`config.mk`:
```
export PLATFORM = sky130hd
export DESIGN_NAME = preemptive_priority_scheduler_core
export DESIGN_NICKNAME = d
export VERILOG_FILES = /design/src/design/pps_pkg.sv /design/src/design/pps_cell.sv /design/src/design/preemptive_priority_scheduler_core.sv
export SDC_FILE = /design/constraint.sdc
export NUM_CORES = 2
export LEC_CHECK = 0
export ABC_AREA = 1
export ABC_CLOCK_PERIOD_IN_PS = 14400
export BUFFER_PORTS_ARGS = -buffer_cell sky130_fd_sc_hd__buf_2
export CAP_MARGIN = 20
export CORE_ASPECT_RATIO = 0.7
export CORE_MARGIN = 2
export CORE_UTILIZATION = 60
export CTS_CLUSTER_SIZE = 25
export DETAILED_ROUTE_END_ITERATION = 16
export GPL_ROUTABILITY_DRIVEN = 0
export MAX_ROUTING_LAYER = met4
export PLACE_DENSITY = 0.85
export SETUP_SLACK_MARGIN = 0.1
export SKIP_LAST_GASP = 1
export SLEW_MARGIN = 30
export SYNTH_ARGS = -nofsm -noshare
export SYNTH_HDL_FRONTEND = slang
export SYNTH_SLANG_ARGS = --single-unit
```
`constraint.sdc`:
```
create_clock -name aclk -period 14.4 [get_ports aclk]
set_input_delay 1.44 -clock aclk [delete_from_list [all_inputs] [get_ports aclk]]
set_output_delay 1.44 -clock aclk [all_outputs]
set_load 0.1 [all_outputs]
```
`src/design/pps_pkg.sv`:
```
// Package for the preemptive priority scheduler: field widths, command codes,
// register addresses, stream widths and the sequencer state type.
// No dependencies.
package pps_pkg;

    localparam int PRIO_BITS    = 8;
    localparam int ID_W         = 4;
    localparam int FIELD_TIME_W = 16;
    localparam int COUNT_W      = 5;
    localparam int CFG_ADDR_W   = 3;
    localparam int CFG_DATA_W   = 32;
    localparam int S_TDATA_W    = 48;
    localparam int S_TUSER_W    = 1;
    localparam int M_TDATA_W    = 72;
    localparam int LEFT_W       = 2;

    localparam logic CMD_LOAD = 1'b0;
    localparam logic CMD_TICK = 1'b1;

    localparam logic [CFG_ADDR_W-1:0] REG_PROCESS_COUNT = 3'd0;
    localparam logic [COUNT_W-1:0]    PROCESS_COUNT_RESET = 5'd1;

    localparam logic [LEFT_W-1:0] LEFT_NONE = 2'd0;
    localparam logic [LEFT_W-1:0] LEFT_ONE  = 2'd1;
    localparam logic [LEFT_W-1:0] LEFT_MANY = 2'd2;

    typedef enum logic [2:0] {
        ST_IDLE   = 3'b001,
        ST_SWEEP  = 3'b010,
        ST_COMMIT = 3'b100
    } state_t;

endpackage

```
`src/design/pps_cell.sv`:
```
// One process slot of the scheduler chain: holds an entry and merges it into
// the candidate passed along from the previous slot. Depends on pps_pkg.
module pps_cell #(
    parameter int TIME_BITS = 16,
    parameter int IDX_BITS  = 4,
    parameter int MY_INDEX  = 0
) (
    input  logic                          aclk,
    input  logic                          aresetn,
    input  logic                          counted,
    input  logic [TIME_BITS-1:0]          cur_time,
    input  logic                          ld_en,
    input  logic [pps_pkg::PRIO_BITS-1:0] ld_prio,
    input  logic [TIME_BITS-1:0]          ld_arr,
    input  logic [TIME_BITS-1:0]          ld_burst,
    input  logic                          cm_en,
    input  logic [TIME_BITS-1:0]          cm_rem,
    input  logic                          cm_done,
    input  logic                          tin_found,
    input  logic [IDX_BITS-1:0]           tin_idx,
    input  logic [pps_pkg::PRIO_BITS-1:0] tin_prio,
    input  logic [TIME_BITS-1:0]          tin_arr,
    input  logic [TIME_BITS-1:0]          tin_burst,
    input  logic [TIME_BITS-1:0]          tin_rem,
    input  logic                          tin_started,
    input  logic [pps_pkg::LEFT_W-1:0]    tin_left,
    output logic                          tout_found,
    output logic [IDX_BITS-1:0]           tout_idx,
    output logic [pps_pkg::PRIO_BITS-1:0] tout_prio,
    output logic [TIME_BITS-1:0]          tout_arr,
    output logic [TIME_BITS-1:0]          tout_burst,
    output logic [TIME_BITS-1:0]          tout_rem,
    output logic                          tout_started,
    output logic [pps_pkg::LEFT_W-1:0]    tout_left
);
    import pps_pkg::*;

    logic [PRIO_BITS-1:0] prio_reg;
    logic [TIME_BITS-1:0] arr_reg;
    logic [TIME_BITS-1:0] burst_reg;
    logic [TIME_BITS-1:0] rem_reg;
    logic                 started_reg;
    logic                 done_reg;

    logic                 elig;
    logic                 take;
    logic                 pending;
    logic [LEFT_W-1:0]    left_next;

    always_ff @(posedge aclk) begin
        if (ld_en) begin
            prio_reg  <= ld_prio;
            arr_reg   <= ld_arr;
            burst_reg <= ld_burst;
            rem_reg   <= ld_burst;
        end else if (cm_en) begin
            rem_reg <= cm_rem;
        end
    end

    always_ff @(posedge aclk) begin
        if (!aresetn) begin
            started_reg <= 1'b0;
            done_reg    <= 1'b0;
        end else if (ld_en) begin
            started_reg <= 1'b0;
            done_reg    <= 1'b0;
        end else if (cm_en) begin
            started_reg <= 1'b1;
            done_reg    <= cm_done;
        end
    end

    assign pending = counted && !done_reg;
    assign elig    = pending && (arr_reg <= cur_time);
    assign take    = elig && (!tin_found || (prio_reg > tin_prio));

    always_comb begin
        if (tin_left == LEFT_MANY) begin
            left_next = LEFT_MANY;
        end else if (pending) begin
            left_next = tin_left + LEFT_ONE;
        end else begin
            left_next = tin_left;
        end
    end

    always_ff @(posedge aclk) begin
        tout_found <= tin_found || elig;
        tout_left  <= left_next;
        if (take) begin
            tout_idx     <= IDX_BITS'(MY_INDEX);
            tout_prio    <= prio_reg;
            tout_arr     <= arr_reg;
            tout_burst   <= burst_reg;
            tout_rem     <= rem_reg;
            tout_started <= started_reg;
        end else begin
            tout_idx     <= tin_idx;
            tout_prio    <= tin_prio;
            tout_arr     <= tin_arr;
            tout_burst   <= tin_burst;
            tout_rem     <= tin_rem;
            tout_started <= tin_started;
        end
    end

endmodule

```
`src/design/preemptive_priority_scheduler_core.sv`:
```
// Preemptive priority scheduler top level: stream ports, APB register, sequencer and
// a chain of pps_cell slots. Depends on pps_pkg and pps_cell.
// A load item is written into its slot as it is accepted. A tick item walks the candidate
// along the cell chain one slot per cycle in ST_SWEEP, then commits in ST_COMMIT, which
// waits for the output to be free; the result is registered onto m_tdata at the commit.
// Synchronous active-low reset clears time, slot flags and the register to count 1.
module preemptive_priority_scheduler_core #(
    parameter int MAX_PROCS = 16,
    parameter int TIME_BITS = 16
) (
    input  logic                            aclk,
    input  logic                            aresetn,
    input  logic                            s_tvalid,
    output logic                            s_tready,
    // entry_index, priority_req, arrival, burst, then zero fill
    input  logic [pps_pkg::S_TDATA_W-1:0]   s_tdata,
    // command
    input  logic [pps_pkg::S_TUSER_W-1:0]   s_tuser,
    output logic                            m_tvalid,
    input  logic                            m_tready,
    // ran, running_id, first_run, response, finished, completion_time,
    // turnaround, waiting, all_done
    output logic [pps_pkg::M_TDATA_W-1:0]   m_tdata,
    input  logic                            psel,
    input  logic                            penable,
    input  logic                            pwrite,
    input  logic [pps_pkg::CFG_ADDR_W-1:0]  paddr,
    input  logic [pps_pkg::CFG_DATA_W-1:0]  pwdata,
    output logic [pps_pkg::CFG_DATA_W-1:0]  prdata,
    output logic                            pready
);
    import pps_pkg::*;

    localparam int IDX_BITS = $clog2(MAX_PROCS);
    localparam int CNT_BITS = $clog2(MAX_PROCS);
    localparam logic [TIME_BITS-1:0] TIME_MAX = {TIME_BITS{1'b1}};

    state_t state_reg, state_next;
    logic [CNT_BITS-1:0]  sweep_cnt_reg, sweep_cnt_next;
    logic [TIME_BITS-1:0] time_reg, time_next;
    logic [COUNT_W-1:0]   process_count_reg, process_count_next;
    logic                 m_tvalid_reg, m_tvalid_next;
    logic [M_TDATA_W-1:0] m_tdata_reg, m_tdata_next;

    logic                 in_fire;
    logic                 cmd;
    logic [ID_W-1:0]      in_idx;
    logic [PRIO_BITS-1:0] in_prio;
    logic [TIME_BITS+FIELD_TIME_W-1:0] in_arr_ext;
    logic [TIME_BITS+FIELD_TIME_W-1:0] in_burst_ext;
    logic [TIME_BITS-1:0] in_arr;
    logic [TIME_BITS-1:0] in_burst;
    logic                 load_fire;
    logic                 cfg_write;
    logic                 commit_fire;

    logic                 tk_found   [MAX_PROCS];
    logic [IDX_BITS-1:0]  tk_idx     [MAX_PROCS];
    logic [PRIO_BITS-1:0] tk_prio    [MAX_PROCS];
    logic [TIME_BITS-1:0] tk_arr     [MAX_PROCS];
    logic [TIME_BITS-1:0] tk_burst   [MAX_PROCS];
    logic [TIME_BITS-1:0] tk_rem     [MAX_PROCS];
    logic                 tk_started [MAX_PROCS];
    logic [LEFT_W-1:0]    tk_left    [MAX_PROCS];
    logic [MAX_PROCS-1:0] counted;

    logic                 best_found;
    logic [IDX_BITS-1:0]  best_idx;
    logic [TIME_BITS-1:0] best_arr;
    logic [TIME_BITS-1:0] best_burst;
    logic [TIME_BITS-1:0] best_rem;
    logic                 best_started;
    logic [LEFT_W-1:0]    best_left;

    logic                 first_run;
    logic                 fin;
    logic                 all_done;
    logic [TIME_BITS-1:0] resp_t;
    logic [TIME_BITS-1:0] ct_t;
    logic [TIME_BITS-1:0] tat_t;
    logic [TIME_BITS-1:0] wt_t;
    logic [TIME_BITS-1:0] cm_rem;
    logic [IDX_BITS+ID_W-1:0]          id_ext;
    logic [TIME_BITS+FIELD_TIME_W-1:0] resp_ext;
    logic [TIME_BITS+FIELD_TIME_W-1:0] ct_ext;
    logic [TIME_BITS+FIELD_TIME_W-1:0] tat_ext;
    logic [TIME_BITS+FIELD_TIME_W-1:0] wt_ext;

    // Input unpacking.
    assign cmd          = s_tuser[0];
    assign in_idx       = s_tdata[3:0];
    assign in_prio      = s_tdata[11:4];
    assign in_arr_ext   = {{TIME_BITS{1'b0}}, s_tdata[27:12]};
    assign in_burst_ext = {{TIME_BITS{1'b0}}, s_tdata[43:28]};
    assign in_arr       = in_arr_ext[TIME_BITS-1:0];
    assign in_burst     = in_burst_ext[TIME_BITS-1:0];

    assign s_tready    = (state_reg == ST_IDLE);
    assign in_fire     = s_tvalid && s_tready;
    assign load_fire   = in_fire && (cmd == CMD_LOAD) && (int'(in_idx) < MAX_PROCS);
    assign commit_fire = (state_reg == ST_COMMIT) && (!m_tvalid_reg || m_tready);

    // Configuration port.
    assign pready    = 1'b1;
    assign cfg_write = psel && penable && pwrite && pready;

    always_comb begin
        process_count_next = process_count_reg;
        if (cfg_write && (paddr == REG_PROCESS_COUNT)) begin
            process_count_next = pwdata[COUNT_W-1:0];
        end
    end

    always_comb begin
        if (paddr == REG_PROCESS_COUNT) begin
            prdata = {{(CFG_DATA_W-COUNT_W){1'b0}}, process_count_reg};
        end else begin
            prdata = '0;
        end
    end

    // Cell chain.
    genvar g;
    generate
        for (g = 0; g < MAX_PROCS; g++) begin : g_cell
            logic                 c_ld_en;
            logic                 c_cm_en;
            logic                 p_found;
            logic [IDX_BITS-1:0]  p_idx;
            logic [PRIO_BITS-1:0] p_prio;
            logic [TIME_BITS-1:0] p_arr;
            logic [TIME_BITS-1:0] p_burst;
            logic [TIME_BITS-1:0] p_rem;
            logic                 p_started;
            logic [LEFT_W-1:0]    p_left;

            assign counted[g] = (int'(process_count_reg) > g);
            assign c_ld_en    = load_fire && (int'(in_idx) == g);
            assign c_cm_en    = commit_fire && best_found && (int'(best_idx) == g);

            if (g == 0) begin : g_head
                assign p_found   = 1'b0;
                assign p_idx     = '0;
                assign p_prio    = '0;
                assign p_arr     = '0;
                assign p_burst   = '0;
                assign p_rem     = '0;
                assign p_started = 1'b0;
                assign p_left    = LEFT_NONE;
            end else begin : g_link
                assign p_found   = tk_found[g-1];
                assign p_idx     = tk_idx[g-1];
                assign p_prio    = tk_prio[g-1];
                assign p_arr     = tk_arr[g-1];
                assign p_burst   = tk_burst[g-1];
                assign p_rem     = tk_rem[g-1];
                assign p_started = tk_started[g-1];
                assign p_left    = tk_left[g-1];
            end

            pps_cell #(
                .TIME_BITS (TIME_BITS),
                .IDX_BITS  (IDX_BITS),
                .MY_INDEX  (g)
            ) u_cell (
                .aclk         (aclk),
                .aresetn      (aresetn),
                .counted      (counted[g]),
                .cur_time     (time_reg),
                .ld_en        (c_ld_en),
                .ld_prio      (in_prio),
                .ld_arr       (in_arr),
                .ld_burst     (in_burst),
                .cm_en        (c_cm_en),
                .cm_rem       (cm_rem),
                .cm_done      (fin),
                .tin_found    (p_found),
                .tin_idx      (p_idx),
                .tin_prio     (p_prio),
                .tin_arr      (p_arr),
                .tin_burst    (p_burst),
                .tin_rem      (p_rem),
                .tin_started  (p_started),
                .tin_left     (p_left),
                .tout_found   (tk_found[g]),
                .tout_idx     (tk_idx[g]),
                .tout_prio    (tk_prio[g]),
                .tout_arr     (tk_arr[g]),
                .tout_burst   (tk_burst[g]),
                .tout_rem     (tk_rem[g]),
                .tout_started (tk_started[g]),
                .tout_left    (tk_left[g])
            );
        end
    endgenerate

    assign best_found   = tk_found[MAX_PROCS-1];
    assign best_idx     = tk_idx[MAX_PROCS-1];
    assign best_arr     = tk_arr[MAX_PROCS-1];
    assign best_burst   = tk_burst[MAX_PROCS-1];
    assign best_rem     = tk_rem[MAX_PROCS-1];
    assign best_started = tk_started[MAX_PROCS-1];
    assign best_left    = tk_left[MAX_PROCS-1];

    // Result of the tick for the chosen entry.
    always_comb begin
        first_run = best_found && !best_started;
        fin       = best_found && (best_rem <= TIME_BITS'(1));
        resp_t    = time_reg - best_arr;
        ct_t      = (time_reg < TIME_MAX) ? time_reg + TIME_BITS'(1) : TIME_MAX;
        tat_t     = ct_t - best_arr;
        wt_t      = (tat_t > best_burst) ? tat_t - best_burst : '0;
        cm_rem    = fin ? '0 : best_rem - TIME_BITS'(1);
        all_done  = (best_left == LEFT_NONE) || ((best_left == LEFT_ONE) && fin);
        id_ext    = {{ID_W{1'b0}}, best_idx};
        resp_ext  = {{FIELD_TIME_W{1'b0}}, resp_t};
        ct_ext    = {{FIELD_TIME_W{1'b0}}, ct_t};
        tat_ext   = {{FIELD_TIME_W{1'b0}}, tat_t};
        wt_ext    = {{FIELD_TIME_W{1'b0}}, wt_t};
        m_tdata_next        = '0;
        m_tdata_next[71]    = all_done;
        if (best_found) begin
            m_tdata_next[0]   = 1'b1;
            m_tdata_next[4:1] = id_ext[ID_W-1:0];
        end
        if (first_run) begin
            m_tdata_next[5]    = 1'b1;
            m_tdata_next[21:6] = resp_ext[FIELD_TIME_W-1:0];
        end
        if (fin) begin
            m_tdata_next[22]    = 1'b1;
            m_tdata_next[38:23] = ct_ext[FIELD_TIME_W-1:0];
            m_tdata_next[54:39] = tat_ext[FIELD_TIME_W-1:0];
            m_tdata_next[70:55] = wt_ext[FIELD_TIME_W-1:0];
        end
    end

    // Sequencer.
    always_comb begin
        state_next     = state_reg;
        sweep_cnt_next = sweep_cnt_reg;
        time_next      = time_reg;
        case (state_reg)
            ST_IDLE: begin
                if (in_fire && (cmd == CMD_TICK)) begin
                    state_next     = ST_SWEEP;
                    sweep_cnt_next = '0;
                end
            end
            ST_SWEEP: begin
                if (sweep_cnt_reg == CNT_BITS'(MAX_PROCS - 1)) begin
                    state_next = ST_COMMIT;
                end else begin
                    sweep_cnt_next = sweep_cnt_reg + CNT_BITS'(1);
                end
            end
            ST_COMMIT: begin
                if (commit_fire) begin
                    state_next = ST_IDLE;
                    time_next  = (time_reg < TIME_MAX) ? time_reg + TIME_BITS'(1) : TIME_MAX;
                end
            end
            default: begin
                state_next = ST_IDLE;
            end
        endcase
    end

    always_comb begin
        m_tvalid_next = m_tvalid_reg;
        if (commit_fire) begin
            m_tvalid_next = 1'b1;
        end else if (m_tready) begin
            m_tvalid_next = 1'b0;
        end
    end

    always_ff @(posedge aclk) begin
        if (!aresetn) begin
            state_reg         <= ST_IDLE;
            sweep_cnt_reg     <= '0;
            time_reg          <= '0;
            process_count_reg <= PROCESS_COUNT_RESET;
            m_tvalid_reg      <= 1'b0;
        end else begin
            state_reg         <= state_next;
            sweep_cnt_reg     <= sweep_cnt_next;
            time_reg          <= time_next;
            process_count_reg <= process_count_next;
            m_tvalid_reg      <= m_tvalid_next;
        end
    end

    always_ff @(posedge aclk) begin
        if (commit_fire) begin
            m_tdata_reg <= m_tdata_next;
        end
    end

    assign m_tvalid = m_tvalid_reg;
    assign m_tdata  = m_tdata_reg;

endmodule
```
==> results.sh <==
export IMPL_status="finished, final reports clean"
export IMPL_die_area_um2=141000
export IMPL_cts_num_sinks=2029
export IMPL_final_nets=8954
export IMPL_root_buffer="clkbuf_16"
export IMPL_dp_hpwl_um=131000
export IMPL_io_buffer_count=138
export IMPL_yosysTopAreaCell="edfxtp_1"
export IMPL_antenna_found_initial=2
export IMPL_avgSynthCellArea_um2=9.74
export IMPL_avgRoutedWirePerCell_um=18.8
export IMPL_synth_area_um2=82700
export IMPL_cts_buffers=172
export IMPL_hold_viol=0
export IMPL_slew_violations=0
export IMPL_timing_hold_ws_ns=0.404
export IMPL_grt_max_degree=81
export IMPL_synth_edf_count=968
export IMPL_grt_ovfl_total=0
export IMPL_ys_seq_area_share_pct=60.9
export IMPL_slew_headroom_pct=24.1
export IMPL_cp_start_kind="flop"
export IMPL_synth_area_leaders="edfxtp_1 35%, dfxtp_1 26%, nand2_1 12%"
export IMPL_required_ns=14.93
export IMPL_cp_end_kind="flop"
export IMPL_ys_async_sr_fraction_pct=0
export IMPL_io_pins=198
export IMPL_crit_slowest_cell="dfxtp_1"
export IMPL_fp_dieH_um=315
export IMPL_drtPass1Iterations=7
export IMPL_max_stage_delay_ns=0.43
export IMPL_yosys_register_bits=2029
export IMPL_vdd_ir_drop_worst_mv=0.154
export IMPL_worst_pin_slew_ns=1.13
export IMPL_track_usage_pct=28.3
export IMPL_hp_class="flop to flop"
export IMPL_yosysUniqueCellTypes=49
export IMPL_synth_cells=8489
export IMPL_htreeDepth=4
export IMPL_path_clk_slew_ns=0.07
export IMPL_fp_dieW_um=448
export IMPL_drt_iter0_drc=6847
export IMPL_reg2reg_slack_ns=9.16
export IMPL_postCtsHoldBufs=0
export IMPL_insertion_delay_ns=0.82
export IMPL_routed_wl_met2_um=84200
export IMPL_post_cts_setup_buffers=0
export IMPL_post_cts_resized=0
export IMPL_ant_nets=0
export IMPL_start_util_pct=60.7
export IMPL_rsz0062_at_grt="false"
export IMPL_leakage_nw=39.0
export IMPL_met3_length_um=25900
export IMPL_arrival_ns=5.77
export IMPL_clockBufferDepth=3
export IMPL_yosys_top_cells_count="2742 x nand2_1, 1061 x dfxtp_1, 968 x edfxtp_1"
export IMPL_timing_fmax_mhz=191
export IMPL_yosysWarnings=0
export IMPL_placementRows=113
export IMPL_wl_um=195000
export IMPL_synth_most_common_cell="nand2_1"
export IMPL_crit_type="flop to flop"
export IMPL_drc_errors=0
export IMPL_synth_top_area_share_pct=35.2
export IMPL_core_area_um2=136000
export IMPL_max_cap_viol_count=0
export IMPL_routed_via_count=61300
export IMPL_setup_viol=0
export IMPL_met1Wirelength_um=80800
export IMPL_top_layer_used="met4"
export IMPL_period_minus_slack_ns=5.24
export IMPL_crit_buf_inv=4
export IMPL_crit_path_max_fanout=16
export IMPL_post_drt_via_cell_ratio=5.89
export IMPL_cpLargestDelayFamily="simple AND/OR/NAND/NOR gates"
export IMPL_ys_flop_type="dfxtp_1"
export IMPL_drive_gt1_share_pct=6.88
export IMPL_grt_pass1_vias=57800
export IMPL_grt_first_pass_wirelength_um=309000
export IMPL_powerDensity_nw_per_um2=129
export IMPL_critical_path_most_common_cell="nand2_1"
export IMPL_finClkSkew_ns=0.0409
export IMPL_period_share_pct=36.4
export IMPL_final_setup_tns_ns=0
export IMPL_syn_to_final_growth_pct=9.45
export IMPL_cts_tree="done"
## cells in the final DEF (no fill, tap or decap), types with 129 or more instances in the layout
cell type / n
o21ai_0: 274
edfxtp_1: 968
inv_1: 609
nor2_1: 311
clkbuf_16: 179
a21oi_1: 263
dfxtp_1: 1061
ha_1: 440
nand3_1: 129
nand4_1: 889
nand2_1: 2713
## kinds of logic after synthesis
logic type	share of synthesized area, %
flip-flops	60.9
XOR/XNOR	0.389
AO/OA/AOI/OAI	4.46
AND/OR/NAND/NOR	22.1
other	0.00908
buffers and inverters	5.47
adder cells (fa/ha/maj)	6.73
## path summary, 6_finish.rpt
| check | startpoint | end | cells past startpoint |
|---|---|---|---|
| worst max-delay path | time_reg[1] | m_tdata[67] | 25 |
| worst max register to register | time_reg[1] | m_tdata[67] | 25 |
| worst min-delay path | g_cell[3].u_cell.tout_idx[1] | g_cell[4].u_cell.tout_idx[1] | 2 |
| worst min register to register | g_cell[3].u_cell.tout_idx[1] | g_cell[4].u_cell.tout_idx[1] | 2 |
## through the flow
stage / utilization (%) / setup WS (ns) / total power, mW / instance area, µm² / cells
6_report: 66.5 / 9.16 / 11.7 / 90500 / 10400
5_1_grt: 66.5 / 8.73 / 12.0 / 90500 / 10400
4_1_cts: 66.4 / 9.32 / 11.7 / 90400 / 10400
3_5_place_dp: 62.2 / 9.39 / 7.08 / 84600 / 10100
3_3_place_gp: 62.1 / 9.54 / 7.03 / 84500 / 10100
2_1_floorplan: - / 9.76 / 6.85 / 82800 / 8515
## cell type report
type	count	area, µm²
clock buffer	260	5110
antenna	3	7.51
tap	1840	2300
timing repair buffer	229	1410
multi-input combinational	5353	28300
inverter	635	2380
fill	9185	45700
clock inverter	61	637
sequential	2029	50300
## worst min-delay path, stage by stage (launching register included)
cell and delay [ns]:
dfxtp_1 0.31, nand2_1 0.05, inv_1 0.04
## report_power, final
group	total, mW	leakage [nW]	switching, mW	internal, mW
logic	0.715	18.7	0.526	0.189
registers	6.28	17.5	0.0637	6.21
clock network	4.66	2.81	2.09	2.57
## per-layer routing
metal  vias to the layer above  track usage (%)
li1                      28600                -
met5                         -                -
met4                         0             8.12
met2                      3829             41.4
met1                     28500             40.3
met3                       371             5.66
Power figures use the tool's default switching activity.
